===== config.mk =====
export PLATFORM = sky130hd
export DESIGN_NAME = beep_cue_pulse_generator
export DESIGN_NICKNAME = d
export VERILOG_FILES = /design/src/hdl/bcpg_pkg.sv /design/src/hdl/beep_cue_pulse_generator.sv
export VERILOG_INCLUDE_DIRS = /design/src /design/src/hdl
export SDC_FILE = /design/constraint.sdc
export NUM_CORES = 1
export LEC_CHECK = 0
export ABC_AREA = 1
export BUFFER_PORTS_ARGS = -buffer_cell sky130_fd_sc_hd__buf_2
export CAP_MARGIN = 10
export CORE_MARGIN = 1
export CORE_UTILIZATION = 54
export CTS_CLUSTER_DIAMETER = 60
export DETAILED_ROUTE_END_ITERATION = 6
export GPL_TIMING_DRIVEN = 0
export PLACE_DENSITY = 0.86
export SYNTH_ARGS = -nofsm -noshare
export SYNTH_HDL_FRONTEND = slang
export SYNTH_SLANG_ARGS = --single-unit

===== constraint.sdc =====
create_clock -name clk -period 2.72 [get_ports clk]
set_input_delay 0.408 -clock clk [delete_from_list [all_inputs] [get_ports clk]]
set_output_delay 0.408 -clock clk [all_outputs]
set_load 0.05 [all_outputs]

===== src/hdl/beep_cue_pulse_generator_assert.svh =====
// Assertion macros for the beeper pulse train RTL.
// No dependencies; included by beep_cue_pulse_generator.
`ifndef BEEP_CUE_PULSE_GENERATOR_ASSERT_SVH
`define BEEP_CUE_PULSE_GENERATOR_ASSERT_SVH

`ifndef SYNTHESIS
// Checked on every rising edge, switched off while reset is asserted.
`define BCPG_ASSERT(lbl, clk, rst_n, prop, msg) \
	lbl: assert property (@(posedge clk) disable iff (!rst_n) prop) else $error(msg);
// Checked on every rising edge, reset included.
`define BCPG_ASSERT_ALWAYS(lbl, clk, prop, msg) \
	lbl: assert property (@(posedge clk) prop) else $error(msg);
`else
`define BCPG_ASSERT(lbl, clk, rst_n, prop, msg)
`define BCPG_ASSERT_ALWAYS(lbl, clk, prop, msg)
`endif

`endif


===== src/hdl/bcpg_pkg.sv =====
// Types, codes and the cue table of the beeper pulse train generator.
// No dependencies; imported by beep_cue_pulse_generator and its testbench.
package bcpg_pkg;

	typedef enum logic [1:0] {
		OP_UPDATE = 2'd0,
		OP_PLAY   = 2'd1,
		OP_STOP   = 2'd2
	} opcode_t;

	localparam logic [2:0] CUE_NONE       = 3'd0;
	localparam logic [2:0] CUE_START      = 3'd1;
	localparam logic [2:0] CUE_CHECKPOINT = 3'd2;
	localparam logic [2:0] CUE_FINISH     = 3'd3;
	localparam logic [2:0] CUE_FAULT      = 3'd4;

	typedef struct packed {
		logic [1:0]  opcode;
		logic [2:0]  cue;
		logic [31:0] now_ms;
	} cmd_t;

	typedef struct packed {
		logic beeper_level;
		logic level_written;
		logic busy_res;
	} res_t;

	typedef struct packed {
		logic [2:0] pulses;
		logic [7:0] on_ms;
		logic [7:0] off_ms;
	} cue_entry_t;

	// A cue with zero pulses leaves the generator untouched.
	function automatic cue_entry_t cue_lookup(input logic [2:0] cue);
		cue_entry_t e;
		case (cue)
			CUE_START:      e = '{pulses: 3'd1, on_ms: 8'd120, off_ms: 8'd80};
			CUE_CHECKPOINT: e = '{pulses: 3'd1, on_ms: 8'd80,  off_ms: 8'd60};
			CUE_FINISH:     e = '{pulses: 3'd2, on_ms: 8'd150, off_ms: 8'd100};
			CUE_FAULT:      e = '{pulses: 3'd4, on_ms: 8'd80,  off_ms: 8'd80};
			CUE_NONE:       e = '{pulses: 3'd0, on_ms: 8'd0,   off_ms: 8'd0};
			default:        e = '{pulses: 3'd0, on_ms: 8'd0,   off_ms: 8'd0};
		endcase
		return e;
	endfunction

endpackage


===== src/hdl/beep_cue_pulse_generator.sv =====
// The result of a command transaction passes from the input register into the result
// register once the command is accepted, and from there it appears on res.
// Throughput: one transaction per cycle, set by the single state update between the input
// and result registers; a result left waiting stalls the input stage.
// Reset (arst_n low, asynchronous): beeper off, idle, pulse count, durations and
// deadline zero, both pipeline stages empty.
`include "beep_cue_pulse_generator_assert.svh"

module beep_cue_pulse_generator
	import bcpg_pkg::*;
(
	input  logic clk,
	input  logic arst_n,
	input  logic cmd_valid,
	output logic cmd_ready,
	input  cmd_t cmd,
	output logic res_valid,
	input  logic res_ready,
	output res_t res
);

	cmd_t        cmd_s1;
	logic        valid_s1;
	res_t        res_q;
	logic        res_valid_q;

	logic [2:0]  pulses_q;
	logic [7:0]  on_dur_q;
	logic [7:0]  off_dur_q;
	logic        level_q;
	logic        running_q;
	logic [31:0] deadline_q;

	logic [2:0]  pulses_d;
	logic [7:0]  on_dur_d;
	logic [7:0]  off_dur_d;
	logic        level_d;
	logic        running_d;
	logic [31:0] deadline_d;
	logic        written;

	logic        advance;
	cue_entry_t  entry;
	logic [7:0]  add_ms;
	logic [31:0] sched;
	logic [31:0] diff;
	logic [2:0]  pulses_dec;

	// The stage moves forward when the result register is empty or being drained.
	assign advance   = valid_s1 && (!res_valid_q || res_ready);
	assign cmd_ready = !valid_s1 || advance;
	assign res_valid = res_valid_q;
	assign res       = res_q;

	assign entry      = cue_lookup(cmd_s1.cue);
	assign diff       = cmd_s1.now_ms - deadline_q;
	assign pulses_dec = pulses_q - 3'd1;
	// A play schedules the end of the first on phase; an update the end of the next phase.
	assign add_ms     = (cmd_s1.opcode == OP_PLAY) ? entry.on_ms :
		(level_q ? off_dur_q : on_dur_q);
	assign sched      = cmd_s1.now_ms + {24'd0, add_ms};

	always_comb begin
		pulses_d   = pulses_q;
		on_dur_d   = on_dur_q;
		off_dur_d  = off_dur_q;
		level_d    = level_q;
		running_d  = running_q;
		deadline_d = deadline_q;
		written    = 1'b0;
		case (cmd_s1.opcode)
			OP_PLAY: begin
				if (entry.pulses != 3'd0) begin
					pulses_d   = entry.pulses;
					on_dur_d   = entry.on_ms;
					off_dur_d  = entry.off_ms;
					level_d    = 1'b1;
					running_d  = 1'b1;
					deadline_d = sched;
					written    = 1'b1;
				end
			end
			OP_STOP: begin
				running_d = 1'b0;
				level_d   = 1'b0;
				written   = 1'b1;
			end
			OP_UPDATE: begin
				// The deadline has passed when the wrapped difference is not negative.
				if (running_q && !diff[31]) begin
					written = 1'b1;
					if (level_q) begin
						level_d  = 1'b0;
						pulses_d = pulses_dec;
						if (pulses_dec == 3'd0) begin
							running_d = 1'b0;
						end else begin
							deadline_d = sched;
						end
					end else begin
						level_d    = 1'b1;
						deadline_d = sched;
					end
				end
			end
			default: begin
			end
		endcase
	end

	always_ff @(posedge clk or negedge arst_n) begin
		if (!arst_n) begin
			valid_s1 <= 1'b0;
		end else if (cmd_ready) begin
			valid_s1 <= cmd_valid;
		end
	end

	always_ff @(posedge clk) begin
		if (cmd_ready && cmd_valid) begin
			cmd_s1 <= cmd;
		end
	end

	always_ff @(posedge clk or negedge arst_n) begin
		if (!arst_n) begin
			res_valid_q <= 1'b0;
			pulses_q    <= 3'd0;
			on_dur_q    <= 8'd0;
			off_dur_q   <= 8'd0;
			level_q     <= 1'b0;
			running_q   <= 1'b0;
			deadline_q  <= 32'd0;
		end else begin
			if (advance) begin
				res_valid_q <= 1'b1;
				pulses_q    <= pulses_d;
				on_dur_q    <= on_dur_d;
				off_dur_q   <= off_dur_d;
				level_q     <= level_d;
				running_q   <= running_d;
				deadline_q  <= deadline_d;
			end else if (res_ready) begin
				res_valid_q <= 1'b0;
			end
		end
	end

	always_ff @(posedge clk) begin
		if (advance) begin
			res_q <= '{beeper_level: level_d, level_written: written, busy_res: running_d};
		end
	end

	`BCPG_ASSERT(a_level_needs_run, clk, arst_n, level_q |-> running_q, "beeper on while idle")
	`BCPG_ASSERT(a_run_has_pulses, clk, arst_n, running_q |-> (pulses_q != 3'd0), "running with no pulses left")
	`BCPG_ASSERT(a_res_tracks_state, clk, arst_n, res_valid_q |-> (res_q.beeper_level == level_q && res_q.busy_res == running_q), "result disagrees with state")
	`BCPG_ASSERT(a_stage_holds, clk, arst_n, (valid_s1 && !advance) |=> (valid_s1 && $stable(cmd_s1)), "stalled input stage changed")

endmodule


==> metrics.md, run 1 <==
| Metric | Value |
|---|---|
| Initial core utilization | ~56% |
| Largest net degree at the start of global routing | 47 |
| Max-cap violations | 0 |
| Power Dens Cells | between 800 and 900 nW/µm² |
| Crit path DAT | 2.99 ns |
| Commonest non-fill, non-tap cell in the layout | nand2_1 |
| Metal-1 WL | 4710 µm |
| Final setup vio count | 2 |
| Post-DP HPWL | 7640 µm |
| Worst Hold Class | in2reg |
| Syn Area/Cell | about 8.8 µm² |
| RSZ-0062 raised after global routing | true |
| Max Buffers Root-to-Sink | 2 |
| YS warnings | 0 |
| Non-Filler Instances | 776 |
| Clock skew | around 0.011 ns |
| Clk pin slew, worst setup/hold paths | 0.09 ns |
| Buffers added on ports | 45 |
| Hold path cells | 1 |
| Library cells used by synthesis | 40 |
| Vias/cell | 5.42 |
| CTS Sinks | between 80 and 90 |
| Synth Flop Type | dfrtp_1 |
| Number of DRC markers in iteration 0 | 234 |
| Gr usage total | between 20% and 30% |
| Routed vias | ~4,200 |
| Startpoint Class | flip-flop |
| First drt pass iteration count | 5 |
| Fmax | between 0.3 and 0.4 GHz |
| Number of global-route vias before repair | slightly above 4,000 |
| Gate Count Post-Synth | 580 |
| Syn Nets | between 600 and 700 |
| Die Width | approximately 99 µm |
| Die Height | slightly below 100 µm |
| Mapped Area | 5110 µm² |
| Core Rows | 35 |
| Area Growth Syn to Fin | 20.0% |
| Failing checks | negative setup slack |
| Ports | 46 |
| DRC | 0 |
| R2R depth | 21 |
| TritonCTS Buffers | 9 |
| Status | finished, violations left |
| Gpl congestion | around 0.9 |
| Number of enable flip-flop cells after synthesis | 40 |
| Initial antenna violation count | 0 |
| H-tree levels | 3 |
| Max IR drop VDD | a little under 0.0004 V |
| Fin Setup TNS | -0.0186 ns |
| Commonest non-fill, non-tap cells in the layout | 141 x nand2_1, 76 x inv_1, 45 x dfrtp_1, 45 x buf_2, 40 x edfxtp_1 |
| N_diodes | 0 |
| RR Startpoint | cmd_s1[34] |
| Die area | approximately 9900 µm² |
| Worst Tran Pin Value | ~1.1 ns |
| Required time worst endpoint | roughly 3 ns |
| First-pass GRT wire length | 18,000 µm |
| Leakage | 0.00294 µW |
| Core area | 9200 µm² |
| Antenna Nets Post-Route | 0 |
| Worst skew pair latency | between 0.3 and 0.4 ns |
| Beginning of the worst hold path | cmd[7] |
| Placed cells | approximately 740 |
| Final wirelength | around 12,000 µm |
| Total grt overflow | 0 |
| Slew Viols, Final | 0 |
| Top routing layer in use | met4 |
| Final WS setup | -0.0172 ns |
| Crit path max fanout | 4 |
| Critical path class | reg2reg |
| Final hold vios | 0 |
| CTS tree | built |
| Minimum clock period | around 2.7 ns |
| Root Buffer | clkbuf_8 |
| Final Cycle Share | 101% |
| CP endpoint kind | flip-flop |
| Asr flop ratio synth | between 50% and 60% |
| Routed WL per cell | 15.1 µm |
| Layout Nets | 741 |
| Met3 Wirelength | between 600 and 700 µm |
| Flops & latches, synth | 86 |
| Setup crit start | cmd_s1[34] |
| Seq/Total Area, Yosys | a little under half |
| Slew headroom | a little over a quarter |
| Share of layout cells above drive strength 1 | 26.9% |
| DR WL met2 | ~5800 µm |
==> cell type report <==
type	count	area, µm²
fill	644	3060
tap	111	139
timing repair buffer	70	448
clock inverter	6	71.3
buffer	6	93.8
clock buffer	10	128
inverter	88	338
multi-input combinational	399	2570
sequential	86	2350
==> where the power goes <==
part	internal, µW	switching (µW)	total [µW]
combinational	865	1210	2080
sequential	1730	229	1960
clock	431	487	918
total	3030	1930	4960
==> routing by layer <==
| metal | global-route usage, % | vias to the layer above |
|---|---|---|
| met5 | 0 | - |
| met2 | 40.7 | 170 |
| met1 | 27.7 | 1957 |
| met3 | 3.58 | 49 |
| li1 | - | 2033 |
| met4 | 12.8 | 0 |
==> state kept, by name, summed over array words and instances (netlist names) <==
| register | flops |
|---|---|
| deadline_q | 32 |
| running_q | 1 |
| valid_s1 | 1 |
| cmd_s1 | 37 |
| on_dur_q | 4 |
| level_q | 1 |
| off_dur_q | 3 |
| pulses_q | 3 |
| res | 3 |
| res_valid | 1 |
==> synthesized netlist by cell type (2+ instances only) <==
master | number | share of area (%)
nand2_1 | 150 | 11
inv_1 | 87 | 6.4
dfrtp_1 | 46 | 23
nor2_1 | 42 | 3.1
edfxtp_1 | 40 | 23
ha_1 | 39 | 9.5
a21oi_1 | 19 | 1.9
nand3_1 | 19 | 1.9
o21ai_0 | 19 | 1.9
o21ai_1 | 17 | 1.7
o21ai_2 | 14 | 2.4
xnor2_1 | 14 | 2.4
nand2_2 | 12 | 1.5
xor2_1 | 10 | 1.7
nand4_1 | 8 | 0.98
nor3_1 | 6 | 0.59
a21o_1 | 3 | 0.44
buf_12 | 3 | 1.2
buf_6 | 3 | 0.66
nor2_2 | 3 | 0.37
or2_2 | 3 | 0.37
nand2_4 | 2 | 0.44
nor2_4 | 2 | 0.44
nor4_1 | 2 | 0.24
o22ai_1 | 2 | 0.24
==> final timing paths <==
check	end	slack, ns
worst max-delay path	deadline_q[21]	-0.02
worst min-delay path	cmd_s1[7]	0.20
worst max register to register	deadline_q[21]	-0.02
worst min register to register	deadline_q[2]	0.49
max in group asynchronous	level_q	1.76
min in group asynchronous	deadline_q[24]	0.23
==> repair_timing <==
item / in CTS / in global routing
setup buffers: 14 / 10
hold buffers: 0 / 0
endpoints found under the setup margin: 20 / 25
hold endpoints to repair: 0 / 0
pin swaps: 11 / 25
resized for setup: 26 / 38
==> metrics by stage <==
stage               util (%)  power (µW)  hold WS [ns]  instance area (µm²)  setup WS, ns
CTS                     64.2        4770         0.205                 5910      -0.00922
finish                  66.8        4960         0.204                 6140       -0.0172
global placement        59.7        3660         0.458                 5490        -0.397
global route            66.8        5300         0.202                 6140        -0.153
floorplan                  -        3350         0.112                 5130       0.00920
detailed placement      60.0        3800         0.464                 5520        -0.480
==> worst max-delay path, stage by stage, from the launching register on <==
cell	delay (ns)
edfxtp_1	0.41
nor2_2	0.14
inv_2	0.07
nor2_4	0.11
inv_2	0.06
nand2_2	0.07
nand2_2	0.05
inv_2	0.07
ha_4	0.13
inv_2	0.03
fa_2	0.34
nand3b_1	0.18
nand3_2	0.09
inv_2	0.05
o21bai_4	0.17
nand2_4	0.09
nor2_4	0.13
nand2_2	0.09
nor2_1	0.11
nand2_1	0.06
nand3_1	0.10
o21ai_1	0.08
==> logic make-up (layout without fill, tap and decap cells) <==
family / after synthesis / in the layout / synth area share, %
buf+inv: 95 / 180 / 8.41
flops: 86 / 86 / 46.0
fa+ha+maj: 40 / 40 / 9.93
compound gates: 80 / 80 / 9.44
simple gates: 254 / 254 / 21.9
xor+xnor: 24 / 24 / 4.11
mux: 1 / 1 / 0.196
(Power assumes the default switching activity.)
==> run 2, diff against run 1 <==
CORE_UTILIZATION = 30   (was 54)
PLACE_DENSITY = 0.56   (was 0.86)
==> run 2 against run 1 <==
Effect of this change:
- the flow now finishes without violations
- sequential share of layout area down 1.6 points
- power grew 6.5%
- flip-flop and latch count stayed put
- die area rose by 78%
- hold slack better by 0.025 ns
- critical path depth decreased by 2
- wire length is 5.4% lower
- setup slack improved by 0.046 ns
- critical path type unchanged
- non-clock buffer count is 2 higher
- global-route usage is 9.6 points lower
==> metrics.md, run 2 (synthesis results as in run 1) <==
| Metric | Value |
|---|---|
| Status | finished, final reports clean (was finished, violations left) |
| Fmax | 0.372 GHz (was 0.365 GHz) |
| Power Dens Cells | 823 nW/µm² (was 807 nW/µm²) |
| Layout Nets | 743 (was 741) |
| Pwr Total | 5280 µW (was 4960 µW) |
| Startpoint Class | flip-flop (unchanged) |
| Max IR drop VDD | 0.000342 V (was 0.000386 V) |
| Largest Register | cmd_s1 (unchanged) |
| RR Startpoint | cmd_s1[36] (was cmd_s1[34]) |
| Die Height | 133 µm (was 99.3 µm) |
| Post-DP HPWL | 7990 µm (was 7640 µm) |
| Gr usage total | 13.7% (was 23.3%) |
| Number of global-route vias before repair | 3,820 (was 4,036) |
| Largest net degree at the start of global routing | 47 (unchanged) |
| Worst path max stage delay | 0.44 ns (was 0.41 ns) |
| Required time worst endpoint | 2.95 ns (was 2.97 ns) |
| First drt pass iteration count | 4 (was 5) |
| Slew headroom | 44.2% (was 27.2%) |
| CTS tree | built (unchanged) |
| Minimum clock period | 2.69 ns (was 2.74 ns) |
| Share of layout cells above drive strength 1 | 27.3% (was 26.9%) |
| Initial core utilization | 30.7% (was 55.6%) |
| Number of DRC markers in iteration 0 | 174 (was 234) |
| Die Width | 133 µm (was 99.3 µm) |
| Reg2reg end | deadline_q[21] (unchanged) |
| Non-Filler Instances | 887 (was 776) |
| Commonest non-fill, non-tap cells in the layout | 142 x nand2_1, 74 x inv_1, 45 x dfrtp_1, 45 x buf_2, 40 x edfxtp_1 (was 141 x nand2_1, 76 x inv_1, 45 x dfrtp_1, 45 x buf_2, 40 x edfxtp_1) |
| Routed vias | 3,868 (was 4,209) |
| Max Buffers Root-to-Sink | 2 (unchanged) |
| DRC | 0 (unchanged) |
| H-tree levels | 3 (unchanged) |
| Routed WL per cell | 12.5 µm (was 15.1 µm) |
| Setup crit start | cmd_s1[36] (was cmd_s1[34]) |
| R2R depth | 19 (was 21) |
| FF-to-FF setup slack | 0.03 ns (was -0.02 ns) |
| First-pass GRT wire length | 18,600 µm (was 18,000 µm) |
| Antenna Nets Post-Route | 0 (unchanged) |
| CTS Sinks | 86 (unchanged) |
| Worst Tran Pin Value | 0.835 ns (was 1.09 ns) |
| Crit path DAT | 2.92 ns (was 2.99 ns) |
| Final hold vios | 0 (unchanged) |
| Setup crit end | deadline_q[21] (unchanged) |
| Crit-path cells | nor2_4, inv_4, nand2_1, nand2_2, inv_2, ha_4, inv_2, fa_2, nand3b_1, nand3_2, inv_2, o21bai_4, nand2_4, nor2_4, nand2_2, nor2_1, nand2_1, nand3_1, o21ai_1 (was nor2_2, inv_2, nor2_4, inv_2, nand2_2, nand2_2, inv_2, ha_4, inv_2, fa_2, nand3b_1, nand3_2, inv_2, o21bai_4, nand2_4, nor2_4, nand2_2, nor2_1, nand2_1, nand3_1, o21ai_1) |
| Max reg flops | 37 (unchanged) |
| Gpl congestion | 0.777 (was 0.913) |
| Final setup vio count | 0 (was 2) |
| Die area | 17,600 µm² (was 9870 µm²) |
| Slowest stage cell on the critical path | edfxtp_1 (unchanged) |
| Leakage | 0.00303 µW (was 0.00294 µW) |
| Area Growth Syn to Fin | 25.4% (was 20.0%) |
| Max-cap violations | 0 (unchanged) |
| Largest delay contributor family on the critical path | simple AND/OR/NAND/NOR gates (unchanged) |
| Critical path class | reg2reg (unchanged) |
| Ports | 46 (unchanged) |
| Placed cells | 845 (was 737) |
| CP endpoint kind | flip-flop (unchanged) |
| Final Cycle Share | 98.9% (was 101%) |
| Biggest regs | cmd_s1: 37 flops, deadline_q: 32 flops, on_dur_q: 4 flops (unchanged) |
| Core area | 16,600 µm² (was 9200 µm²) |
| RSZ-0062 raised after global routing | true (unchanged) |
| Buffers added on ports | 45 (unchanged) |
| TritonCTS Buffers | 9 (unchanged) |
| Root Buffer | clkbuf_16 (was clkbuf_8) |
| Clk pin slew, worst setup/hold paths | 0.07 ns (was 0.09 ns) |
| Commonest non-fill, non-tap cell in the layout | nand2_1 (unchanged) |
| CP Depth | 19 (was 21) |
| Crit path max fanout | 8 (was 4) |
| Clock skew | 0.0101 ns (was 0.0111 ns) |
| Worst skew pair latency | 0.35 ns (was 0.37 ns) |
| Buf+Inv Stages, Crit Path | 4 (was 5) |
| Vias/cell | 4.36 (was 5.42) |
| Slew Viols, Final | 0 (unchanged) |
| N_diodes | 0 (unchanged) |
| Core Rows | 47 (was 35) |
| Worst Hold Class | in2reg (unchanged) |
| Initial antenna violation count | 0 (unchanged) |
| Final wirelength | 11,100 µm (was 11,700 µm) |
| Total grt overflow | 0 (unchanged) |
| CP most frequent cell | inv_2 (unchanged) |
## run 2: worst min path at each step
stage,depth (start not counted),slack [ns],to,startpoint
2_1_floorplan,0,0.11,deadline_q[0],arst_n
3_3_place_gp,1,0.46,on_dur_q[4],on_dur_q[4]
3_5_place_dp,1,0.46,on_dur_q[4],on_dur_q[4]
4_1_cts,1,0.21,cmd_s1[33],cmd[33]
5_1_grt,1,0.21,cmd_s1[33],cmd[33]
6_report,1,0.23,cmd_s1[9],cmd[9]
## run 2: worst reg2reg max path: stages (launching register included)
cell and delay, ns:
edfxtp_1 0.44, nor2_4 0.20, inv_4 0.08, nand2_1 0.10
nand2_2 0.06, inv_2 0.07, ha_4 0.13, inv_2 0.04
fa_2 0.33, nand3b_1 0.19, nand3_2 0.11, inv_2 0.05
o21bai_4 0.17, nand2_4 0.09, nor2_4 0.13, nand2_2 0.09
nor2_1 0.10, nand2_1 0.05, nand3_1 0.09, o21ai_1 0.07
## run 2: layer usage
layer / global-route usage (%) / wire length, µm / vias to the layer above
li1: - / - / 2039
met1: 16.5 / 5090 / 1775
met2: 24.0 / 5520 / 44
met3: 4.06 / 335 / 10
met4: 3.07 / 106 / 0
met5: 0 / 0 / -
## run 2: power breakdown
group          switching [µW]  internal [µW]  total (µW)
clock                     527            837        1360
sequential                215           1740        1950
combinational            1120            841        1960
## run 2: repair_timing
action                                  CTS  global route
hold buffers                              0             1
resized for setup                        29            35
pin swaps                                11            27
buffers inserted                         16             9
gates cloned                              0             0
endpoints found under the hold margin     0            13
endpoints found under the setup margin   20            23
## run 2: final cells by class
| class | count | area (µm²) |
|---|---|---|
| Inverter | 88 | 335 |
| Clock inverter | 6 | 91.3 |
| Sequential cell | 86 | 2350 |
| Clock buffer | 10 | 239 |
| Buffer | 6 | 93.8 |
| Multi-Input combinational cell | 399 | 2580 |
| Timing Repair Buffer | 72 | 450 |
| Tap cell | 220 | 275 |
| Fill cell | 1703 | 10200 |
## run 2: per-stage QoR
step | util [%] | setup TNS, ns | setup slack [ns] | cell area, µm² | hold slack (ns)
detailed placement | 33.8 | -5.88 | -0.592 | 5630 | 0.461
floorplan | - | 0 | 0.00920 | 5130 | 0.112
CTS | 37.0 | -0.0892 | -0.0374 | 6160 | 0.212
global placement | 33.8 | -5.32 | -0.542 | 5630 | 0.459
global route | 38.5 | -1.42 | -0.187 | 6410 | 0.205
finish | 38.5 | 0 | 0.0291 | 6410 | 0.229
